`src/hw/rtl/tsls_pkg.sv`:
```
// Shared types and constants for the tree serialization length scanner.
// No dependencies; imported by tree_serialization_length_scanner_top.
`default_nettype none

package tsls_pkg;

	localparam int PENDING_BITS_DEF = 32;
	localparam int LENGTH_BITS_DEF  = 40;
	localparam int LEN_OUT_BITS     = 40;
	localparam int SIZE_BITS        = 34;
	localparam int STATUS_BITS      = 3;

	localparam logic [7:0] PAIR_BYTE  = 8'hff;
	localparam logic [7:0] BREF_BYTE  = 8'hfe;
	localparam logic [7:0] SMALL_MAX  = 8'h7f;
	localparam logic [7:0] EMPTY_BYTE = 8'h80;

	typedef enum logic [2:0] {
		PH_IDLE,
		PH_NODE,
		PH_BREF,
		PH_SIZE,
		PH_SKIP
	} phase_t;

	typedef enum logic [STATUS_BITS-1:0] {
		ST_OK,
		ST_BAD_PREFIX,
		ST_ATOM_LARGE,
		ST_BUF_END,
		ST_PEND_OVF,
		ST_LEN_OVF
	} status_t;

	// Count of leading ones in a byte, 0..8.
	function automatic logic [3:0] lead_ones(input logic [7:0] b);
		logic [3:0] n;
		logic       run;
		n   = 4'd0;
		run = 1'b1;
		for (int i = 7; i >= 0; i--) begin
			if (run && b[i]) begin
				n = n + 4'd1;
			end else begin
				run = 1'b0;
			end
		end
		return n;
	endfunction

endpackage

`default_nettype wire

```
`src/hw/rtl/tree_serialization_length_scanner_top.sv`:
```
// Top level of the tree serialization length scanner: input register, byte
// decode and parse state, result register. Depends on tsls_pkg.
`default_nettype none

// Usage
//   Input channel: data_byte, start_object, last_in_buffer with in_valid and
//   in_stall. One item is one byte of a serialized tree; start_object marks
//   the first byte of an object, last_in_buffer the last byte available.
//   Output channel: object_length and status with out_valid and out_stall.
//   At most one result comes from each byte: the object length with status 0
//   when the tree closes, or an error status that also ends the parse.
//   Throughput: one byte per cycle while out_stall holds no result, set by the
//   single parse update between the input register and the result register.
//   The result of a byte in the input register goes to the result register.
//   Bytes without start_object while idle are dropped; a new start_object
//   abandons an unfinished parse without a result.
//   Reset (arst_n low) empties both registers and returns the parse to idle.
//   While out_stall holds a result, one more byte is taken into the input
//   register; in_stall then rises until the result is taken.
module tree_serialization_length_scanner_top
	import tsls_pkg::*;
#(
	parameter int PENDING_BITS = PENDING_BITS_DEF,
	parameter int LENGTH_BITS  = LENGTH_BITS_DEF
) (
	input  wire                     clk,
	input  wire                     arst_n,
	input  wire                     in_valid,
	output logic                    in_stall,
	input  wire  [7:0]              data_byte,
	input  wire                     start_object,
	input  wire                     last_in_buffer,
	output logic                    out_valid,
	input  wire                     out_stall,
	output logic [LEN_OUT_BITS-1:0] object_length,
	output logic [STATUS_BITS-1:0]  status
);

	localparam logic [PENDING_BITS-1:0] PEND_MAX = {PENDING_BITS{1'b1}};
	localparam logic [LENGTH_BITS-1:0]  LEN_MAX  = {LENGTH_BITS{1'b1}};

	// input register
	logic       valid_s1;
	logic [7:0] byte_s1;
	logic       start_s1;
	logic       last_s1;

	// parse state
	phase_t                  phase_q, phase_n;
	logic [PENDING_BITS-1:0] pend_q, pend_n;
	logic [2:0]              left_q, left_n;
	logic [SIZE_BITS-1:0]    sval_q, sval_n;
	logic                    big_q, big_n;
	logic [SIZE_BITS-1:0]    skip_q, skip_n;
	logic [LENGTH_BITS-1:0]  len_q, len_n;

	// result register
	logic                    out_valid_q;
	logic [LEN_OUT_BITS-1:0] olen_q;
	status_t                 status_q;

	logic                advance;
	logic                run;
	logic                emit;
	status_t             est;
	logic                size_chk;
	logic                node_chk;
	logic [3:0]          ones;
	logic [SIZE_BITS+7:0] shifted;

	assign in_stall      = valid_s1 && out_valid_q && out_stall;
	assign advance       = valid_s1 && !(out_valid_q && out_stall);
	assign out_valid     = out_valid_q;
	assign object_length = olen_q;
	assign status        = status_q;
	assign ones          = lead_ones(byte_s1);
	assign shifted       = {sval_q, byte_s1};

	always_ff @(posedge clk or negedge arst_n) begin
		if (!arst_n) begin
			valid_s1 <= 1'b0;
		end else if (!in_stall) begin
			valid_s1 <= in_valid;
		end
	end

	always_ff @(posedge clk) begin
		if (in_valid && !in_stall) begin
			byte_s1  <= data_byte;
			start_s1 <= start_object;
			last_s1  <= last_in_buffer;
		end
	end

	always_ff @(posedge clk or negedge arst_n) begin
		if (!arst_n) begin
			phase_q <= PH_IDLE;
			pend_q  <= '0;
			left_q  <= '0;
			sval_q  <= '0;
			big_q   <= 1'b0;
			skip_q  <= '0;
			len_q   <= '0;
		end else begin
			phase_q <= phase_n;
			pend_q  <= pend_n;
			left_q  <= left_n;
			sval_q  <= sval_n;
			big_q   <= big_n;
			skip_q  <= skip_n;
			len_q   <= len_n;
		end
	end

	always_comb begin
		phase_n  = phase_q;
		pend_n   = pend_q;
		left_n   = left_q;
		sval_n   = sval_q;
		big_n    = big_q;
		skip_n   = skip_q;
		len_n    = len_q;
		run      = 1'b0;
		emit     = 1'b0;
		est      = ST_OK;
		size_chk = 1'b0;
		node_chk = 1'b0;

		if (advance) begin
			run = 1'b1;
			if (start_s1) begin
				phase_n = PH_NODE;
				pend_n  = PENDING_BITS'(1);
				left_n  = '0;
				sval_n  = '0;
				big_n   = 1'b0;
				skip_n  = '0;
				len_n   = '0;
			end else if (phase_q == PH_IDLE) begin
				run = 1'b0;
			end
		end

		if (run) begin
			if (len_n == LEN_MAX) begin
				emit = 1'b1;
				est  = ST_LEN_OVF;
			end else begin
				len_n = len_n + LENGTH_BITS'(1);
				case (phase_n)
					PH_NODE: begin
						pend_n = pend_n - PENDING_BITS'(1);
						if (byte_s1 == PAIR_BYTE) begin
							if (pend_n == PEND_MAX || pend_n == PEND_MAX - PENDING_BITS'(1)) begin
								emit = 1'b1;
								est  = ST_PEND_OVF;
							end else begin
								pend_n = pend_n + PENDING_BITS'(2);
							end
						end else if (byte_s1 == BREF_BYTE) begin
							phase_n = PH_BREF;
						end else if (byte_s1 == EMPTY_BYTE || byte_s1 <= SMALL_MAX) begin
							node_chk = 1'b1;
						end else begin
							sval_n = SIZE_BITS'(byte_s1 & (8'hff >> ones));
							big_n  = 1'b0;
							left_n = 3'(ones - 4'd1);
							if (left_n == 3'd0) begin
								size_chk = 1'b1;
							end else begin
								phase_n = PH_SIZE;
							end
						end
					end
					PH_BREF: begin
						if (byte_s1 <= SMALL_MAX) begin
							node_chk = 1'b1;
						end else if (ones == 4'd8) begin
							emit = 1'b1;
							est  = ST_BAD_PREFIX;
						end else begin
							sval_n = SIZE_BITS'(byte_s1 & (8'hff >> ones));
							big_n  = 1'b0;
							left_n = 3'(ones - 4'd1);
							if (left_n == 3'd0) begin
								size_chk = 1'b1;
							end else begin
								phase_n = PH_SIZE;
							end
						end
					end
					PH_SIZE: begin
						// keep the low bits, remember the overflow
						sval_n = shifted[SIZE_BITS-1:0];
						big_n  = big_q || (shifted[SIZE_BITS+7:SIZE_BITS] != 8'd0);
						left_n = left_q - 3'd1;
						if (left_n == 3'd0) begin
							size_chk = 1'b1;
						end
					end
					PH_SKIP: begin
						if (skip_n != '0) begin
							skip_n = skip_n - SIZE_BITS'(1);
						end
						if (skip_n == '0) begin
							node_chk = 1'b1;
						end
					end
					default: begin
						phase_n = PH_IDLE;
					end
				endcase

				if (size_chk) begin
					if (big_n) begin
						emit = 1'b1;
						est  = ST_ATOM_LARGE;
					end else begin
						skip_n = sval_n;
						if (sval_n == '0) begin
							node_chk = 1'b1;
						end else begin
							phase_n = PH_SKIP;
						end
					end
				end

				if (node_chk) begin
					if (pend_n == '0) begin
						emit = 1'b1;
						est  = ST_OK;
					end else begin
						phase_n = PH_NODE;
					end
				end

				if (!emit && last_s1) begin
					emit = 1'b1;
					est  = ST_BUF_END;
				end
			end
			if (emit) begin
				phase_n = PH_IDLE;
			end
		end
	end

	always_ff @(posedge clk or negedge arst_n) begin
		if (!arst_n) begin
			out_valid_q <= 1'b0;
		end else if (emit) begin
			out_valid_q <= 1'b1;
		end else if (!out_stall) begin
			out_valid_q <= 1'b0;
		end
	end

	always_ff @(posedge clk) begin
		if (emit) begin
			olen_q   <= LEN_OUT_BITS'(len_n);
			status_q <= est;
		end
	end

	// a stall upstream only comes from a held result and a full input register
	assert property (@(posedge clk) disable iff (!arst_n)
		in_stall |-> (out_valid && valid_s1))
		else $error("input stalled without a held result");

	assert property (@(posedge clk) disable iff (!arst_n)
		(phase_q == PH_NODE) |-> (pend_q != '0))
		else $error("node phase with no pending node");

	assert property (@(posedge clk) disable iff (!arst_n)
		(phase_q == PH_SKIP) |-> (skip_q != '0))
		else $error("skip phase with nothing to skip");

	assert property (@(posedge clk) disable iff (!arst_n)
		(phase_q == PH_SIZE) |-> (left_q != 3'd0))
		else $error("size phase with no size bytes left");

endmodule

`default_nettype wire

```
`config.mk`:
```
export PLATFORM = sky130hd
export DESIGN_NAME = tree_serialization_length_scanner_top
export DESIGN_NICKNAME = d
export VERILOG_FILES = /design/src/hw/rtl/tsls_pkg.sv /design/src/hw/rtl/tree_serialization_length_scanner_top.sv
export SDC_FILE = /design/constraint.sdc
export NUM_CORES = 1
export LEC_CHECK = 0
export ABC_AREA = 1
export BUFFER_PORTS_ARGS = -buffer_cell sky130_fd_sc_hd__buf_2
export CAP_MARGIN = 10
export CELL_PAD_IN_SITES_DETAIL_PLACEMENT = 1
export CELL_PAD_IN_SITES_GLOBAL_PLACEMENT = 1
export CORE_MARGIN = 5
export CORE_UTILIZATION = 45
export DETAILED_ROUTE_END_ITERATION = 10
export HOLD_SLACK_MARGIN = 0.12
export PLACE_DENSITY_LB_ADDON = 0.1
export SLEW_MARGIN = 10
export SYNTH_ARGS = -nofsm -noshare
export SYNTH_HDL_FRONTEND = slang
export SYNTH_SLANG_ARGS = --single-unit
export TNS_END_PERCENT = 30
```
`constraint.sdc`:
```
create_clock -name clk -period 7.57 [get_ports clk]
set_input_delay 0.757 -clock clk [delete_from_list [all_inputs] [get_ports clk]]
set_output_delay 0.757 -clock clk [all_outputs]
set_load 0.02 [all_outputs]
```
==> results of run 1 <==
layout by cell type (no fill, tap or decap), types with 23 or more instances in the layout:
master       n
nand2_1    750
inv_1      243
nor2_1     203
nand3_1    188
o21ai_0    160
dfrtp_1    149
xor2_1      58
buf_2       57
edfxtp_1    53
nand4_1     48
o211ai_1    37
a21oi_1     35
inv_2       29
nor2_2      29
clkbuf_16   26
nand2_2     25
o21ai_1     23
metrics by stage:
stage	power, mW	instance area [sq um]	hold WS [ps]	worst slack, ps
final	7.22	16800	118	868
after global routing	7.80	16800	145	433
after CTS	7.19	16800	120	961
after detailed placement	5.85	16000	546	991
after global placement	5.72	16000	539	1230
after floorplan	4.70	15400	461	1880
state kept, by name, indices dropped and copies added (netlist names):
name           count
len_q             40
object_length     40
skip_q            34
sval_q            34
pend_q            32
byte_s1            8
left_q             3
phase_q            3
status             3
big_q              1
last_s1            1
out_valid          1
start_s1           1
valid_s1           1
cells in the mapped netlist (3+ instances only):
| cell type | instances |
|---|---|
| nand2_1 | 750 |
| inv_1 | 243 |
| nor2_1 | 203 |
| nand3_1 | 188 |
| o21ai_0 | 160 |
| dfrtp_1 | 149 |
| xor2_1 | 58 |
| edfxtp_1 | 53 |
| nand4_1 | 48 |
| o211ai_1 | 37 |
| clkbuf_1 | 36 |
| a21oi_1 | 35 |
| inv_2 | 29 |
| nor2_2 | 29 |
| nand2_2 | 25 |
| o21ai_1 | 23 |
| nor3_1 | 22 |
| buf_6 | 20 |
| o21bai_1 | 17 |
| ha_1 | 16 |
| xnor2_1 | 15 |
| buf_2 | 13 |
| nor2_4 | 13 |
| nor4_1 | 13 |
| o221ai_1 | 13 |
| o21ai_2 | 9 |
| o22ai_1 | 8 |
| buf_4 | 7 |
| buf_1 | 5 |
| nand2_4 | 5 |
| nand3_2 | 5 |
| nand3_4 | 4 |
| a21oi_2 | 3 |
| a22oi_1 | 3 |
| clkinv_1 | 3 |
| nand3b_1 | 3 |
logic make-up (layout without fill, tap and decap cells):
| logic type | count (synthesis) | after routing |
|---|---|---|
| buffers and inverters | 356 | 400 |
| other | 0 | 1 |
| XOR/XNOR | 74 | 74 |
| AND/OR/NAND/NOR | 1322 | 1322 |
| adder cells (fa/ha/maj) | 16 | 16 |
| AO/OA/AOI/OAI | 317 | 317 |
| flip-flops | 202 | 202 |
worst max-delay path, delay by kind of cell, from the launching register on:
kind | cells | cell delay, ps
and+or+nand+nor | 16 | 2160
adders and majority gates | 6 | 1590
buffers and inverters | 9 | 1010
AOI/OAI and AO/OA | 6 | 1080
DFF | 1 | 480
final cells by class:
cell class | instances | share of cell area
clock buffers | 30 | 0.0395
well taps | 448 | 0.0333
flip-flops and latches | 202 | 0.316
inverters | 275 | 0.0613
diodes | 1 | 0.000149
clock inverters | 18 | 0.0126
multi-input cells | 1729 | 0.510
repair buffers | 77 | 0.0268
where the power goes:
| part | internal [mW] | switching, mW | leakage [nW] |
|---|---|---|---|
| registers | 1.39 | 0.196 | 2.49 |
| clock network | 0.769 | 0.522 | 0.424 |
| logic | 1.24 | 3.10 | 5.41 |
| total | 3.40 | 3.82 | 8.33 |
routing by layer:
metal / global-route usage / vias up
met2: 0.469 / 363
met5: 0 / -
met4: 0.0706 / 0
met3: 0.0346 / 74
met1: 0.393 / 7672
li1: - / 7496
worst paths after layout:
check	from	endpoint	cells past startpoint
max in group asynchronous	arst_n	skip_q[1]	2
min in group clk	last_in_buffer	last_s1	1
setup reg to reg	byte_s1[7]	object_length[27]	37
setup / recovery	byte_s1[7]	object_length[27]	37
hold / removal	arst_n	pend_q[18]	1
hold reg to reg	left_q[1]	left_q[1]	1
==> impl_metrics.tcl, run 1 <==
set metrics [dict create \
    status "finished clean" \
    clockBufferDepth 3 \
    h-tree-depth 1 \
    synth_top_cell_area_share 0.242 \
    multi_input_area_sq_um 8590 \
    drtIter0Drc 994 \
    placed_cells 2731 \
    ys_seq_area_frac 0.345 \
    skew_ps 30.6 \
    cts_hold_buf 0 \
    cts-resized-gates 0 \
    met1_length_um 25300 \
    drc_errors 0 \
    pin_count 59 \
    post-cts-setup-buffers 0 \
    yosysWarnings 0 \
    synth_simple_gate_area_frac 0.380 \
    cp-end-kind "register" \
    num_vias 15600 \
    met3_length_um 2570 \
    synth_area_sq_um 15400 \
    async_flop_share 0.738 \
    rsz0062_at_grt "no" \
    relSlewSlack 0.248 \
    synth_cell_type_count 53 \
    clk_pin_slew_worst_paths_ps 70 \
    synth_edf_count 53 \
    n_fill_cell 4512 \
    cts_tree "done" \
    drive_above_1_share 0.107 \
    drt_first_pass_iters 5 \
    synth_top_cell_by_area "dfrtp_1" \
    cts_buffers 26 \
    cp.arrival_ps 6930 \
    critPathSlowestCell "nor3_1" \
    ys_seq_elements 202 \
    wl_met2_um 25700 \
    initial_core_util 0.458 \
    muxShareOfSynthArea 0 \
    syn_inst 2287 \
    worst_pin_slew_ps 1130 \
    root_buffer "clkbuf_16" \
    synth_fa_ha_area_frac 0.0130 \
    drv_cap 0 \
    clk_latency_ps 570 \
    max_freq_mhz 149 \
    fin_crit_ps 6700 \
    grt_overflow_total 0 \
    cp_max_fo 26 \
    gp_congestion 0.919 \
    row_count 67 \
    synth_nets 2317 \
    synth_top_family_by_area "simple AND/OR/NAND/NOR gates" \
    max_stage_delay_ps 550 \
    p_per_area_nw_per_um2 429 \
    cts_sinks 202 \
    syn_to_final_growth_pct 9.04 \
    dp_hpwl_um 40300 \
    cp_data_required_time_ps 7800 \
    syn_area_per_cell_sq_um 6.75 \
    cp-start-kind "register" \
    synth_xor_area_frac 0.0425 \
    place.port_buffers 58 \
    ir_worst_vdd_mv 0.255 \
    seqCellArea_sq_um 5320 \
    dieHeight_um 195 \
    worstHoldPathType "in2async" \
    antenna_found_initial 1 \
    fin_setup_tns_ps 0 \
    final_cells 2780 \
    synth_area_leaders "dfrtp_1, nand2_1, edfxtp_1" \
    setup_viol 0 \
    via_per_inst 5.61 \
    first_global_vias 16100 \
    final_util 0.500 \
    fin_crit_sh 0.885 \
    synth_flop_cell "dfrtp_1" \
    synth-compound-area-share 0.121 \
    highest-signal-layer "met4" \
    maxSlewViolCount 0 \
    worstSetupPathType "reg2reg" \
    hold_viol 0 \
    num-nets-final 2341 \
    p_leak_nw 8.33 \
    grt_usage 0.282 \
    crit_top_cell "nand2_1" \
    wirelength_um 54800 \
    grt_pass1_wl_um 87800 \
    ant_nets 0 \
    die_area_sq_um 38100 \
    grt_max_degree 107 \
    wire_per_inst_um 19.7 \
    core_sq_um 33700 \
    chipWidth_um 195 \
    reg2reg_slack_ps 870 \
]
Power figures use the tool's default switching activity.
==> run 2: changes to the inputs <==
--- a/config.mk
+++ b/config.mk
@@ -11,7 +11,8 @@
 export CELL_PAD_IN_SITES_DETAIL_PLACEMENT = 1
 export CELL_PAD_IN_SITES_GLOBAL_PLACEMENT = 1
 export CORE_MARGIN = 5
-export CORE_UTILIZATION = 45
+export CORE_UTILIZATION = 41
+export CTS_CLUSTER_SIZE = 16
 export DETAILED_ROUTE_END_ITERATION = 10
 export HOLD_SLACK_MARGIN = 0.12
 export PLACE_DENSITY_LB_ADDON = 0.1
==> constraint.sdc (replaced) <==
create_clock -name clk -period 6.06 [get_ports clk]
set_input_delay 0.606 -clock clk [delete_from_list [all_inputs] [get_ports clk]]
set_output_delay 0.606 -clock clk [all_outputs]
set_load 0.02 [all_outputs]
==> run 2 against run 1 <==
  * Die area increased by 9.2%
  * Critical path depth up 4
  * Design area up 3.3%
  * Critical path type unchanged
  * Critical endpoint is now object_length[16]
  * Highest routed layer unchanged
==> impl_metrics.tcl, run 2 (synthesis results as in run 1) <==
set metrics [dict create \
    root_buffer "clkbuf_16" \
    max_stage_delay_ps 440 \
    ir_worst_vdd_mv 0.299 \
    timing.hold.ws_ps 206 \
    cts_sinks 202 \
    cp_num_buf_inv 11 \
    cts_buffers 26 \
    cts_tree "done" \
    core_sq_um 37400 \
    mostFrequentLayoutCells "nand2_1, inv_1, nor2_1, nand3_1, o21ai_0" \
    reg2reg_to "object_length[16]" \
    worst_pin_slew_ps 981 \
    row_count 71 \
    skew_ps 31.2 \
    num_vias 15700 \
    drtIter0Drc 918 \
    drive_above_1_share 0.132 \
    num-nets-final 2382 \
    maxSlewViolCount 0 \
    critPathSlowestCell "edfxtp_1" \
    fin_area_sq_um 17400 \
    hold_viol 0 \
    clk_pin_slew_worst_paths_ps 70 \
    fin_crit_ps 5730 \
    status "finished clean" \
    cp-end-kind "register" \
    min_to "last_s1" \
    worstHoldPathType "in2reg" \
    antenna_found_initial 0 \
    h-tree-depth 1 \
    placed_cells 2819 \
    seqCellArea_sq_um 5320 \
    worstSetupPathType "reg2reg" \
    clockBufferDepth 3 \
    grt_max_degree 84 \
    hold_depth 1 \
    reg2reg_from "byte_s1[6]" \
    cp_max_fo 11 \
    grt_usage 0.267 \
    cp_top_family "simple AND/OR/NAND/NOR gates" \
    pin_count 59 \
    reg2reg_slack_ps 330 \
    gp_congestion 0.893 \
    dieHeight_um 204 \
    worstRegToRegCells 41 \
    drv_cap 0 \
    final_cells 2883 \
    drt_first_pass_iters 5 \
    ant_nets 0 \
    crit_top_cell "nand2_1" \
    p_per_area_nw_per_um2 526 \
    fin_crit_sh 0.946 \
    post_dp_cell_area_sq_um 16200 \
    cp_data_required_time_ps 6340 \
    first_global_vias 16200 \
    place.port_buffers 58 \
    grt_overflow_total 0 \
    wirelength_um 56500 \
    chipWidth_um 204 \
    initial_core_util 0.413 \
    max_freq_mhz 174 \
    cp.arrival_ps 6010 \
    antenna-diode-count 0 \
    syn_to_final_growth_pct 12.6 \
    total_power_mw 9.14 \
    dp_hpwl_um 41700 \
    die_area_sq_um 41600 \
    relSlewSlack 0.342 \
    setup_viol 0 \
    grt_pass1_wl_um 89600 \
    multi_input_area_sq_um 8710 \
    n_fill_cell 4908 \
    cp-start-kind "register" \
    p_leak_nw 8.56 \
    final_common_cell "nand2_1" \
    worstHoldStart "last_in_buffer" \
    clk_latency_ps 570 \
    via_per_inst 5.44 \
    wire_per_inst_um 19.6 \
    drc_errors 0 \
]
## run 2: cell types whose count changed in the layout (fill, tap and decap cells not counted), moves of 5 or more
cell / delta
buf_4: +32
a21oi_2: +5
a21oi_1: -7
clkinv_1: -6
## run 2: layout make-up
| cell class | count | area share |
|---|---|---|
| Tap cell | 511 | 0.0368 |
| Multi-Input combinational cell | 1730 | 0.501 |
| Clock buffer | 35 | 0.0411 |
| Sequential cell | 202 | 0.306 |
| Clock inverter | 13 | 0.00583 |
| Timing Repair Buffer | 117 | 0.0496 |
| Inverter | 275 | 0.0597 |
## run 2: worst max-delay path by stage
stage | start | endpoint | slack (ps) | cells past startpoint
CTS | byte_s1[6] | object_length[23] | 20 | 40
global route | byte_s1[6] | object_length[2] | -7 | 42
finish | byte_s1[6] | object_length[16] | 330 | 41
global placement | byte_s1[6] | object_length[39] | 240 | 38
detailed placement | byte_s1[6] | object_length[22] | -160 | 38
floorplan | byte_s1[7] | object_length[0] | 370 | 39
## run 2: worst reg2reg max path, delay by kind of cell (launching register included)
kind,cells,cell delay [ps]
simple gates,20,1990
fa+ha+maj,6,1600
buf+inv,11,980
compound gates,4,470
flops,1,440
## run 2: metrics by stage
stage                util  setup slack (ps)  setup TNS [ps]
global placement    0.434               240               0
floorplan               -               365               0
CTS                 0.460              15.2               0
finish              0.465               328               0
detailed placement  0.434              -163           -6590
global route        0.465             -7.25           -41.0
## run 2: where the power goes
part	total (mW)	switching, mW	internal [mW]
logic	5.67	3.99	1.68
clock network	1.51	0.672	0.837
registers	1.96	0.231	1.73
## run 2: routing by layer
metal	part of all wire	global-route usage	vias up	wire [um]
met5	0	0	-	0
li1	-	-	7579	-
met2	0.47	0.449	284	26400
met1	0.47	0.369	7748	26400
met3	0.039	0.0309	80	2210
met4	0.025	0.0668	0	1430
## run 2: repair_timing
action | 4_1_cts | 5_1_grt
gates resized for setup | 4 | 27
cloned | 1 | 2
endpoints found under the hold margin | 41 | 0
setup endpoints to repair | 41 | 71
buffers inserted | 8 | 4
pin swaps | 1 | 7
hold buffers | 1 | 0
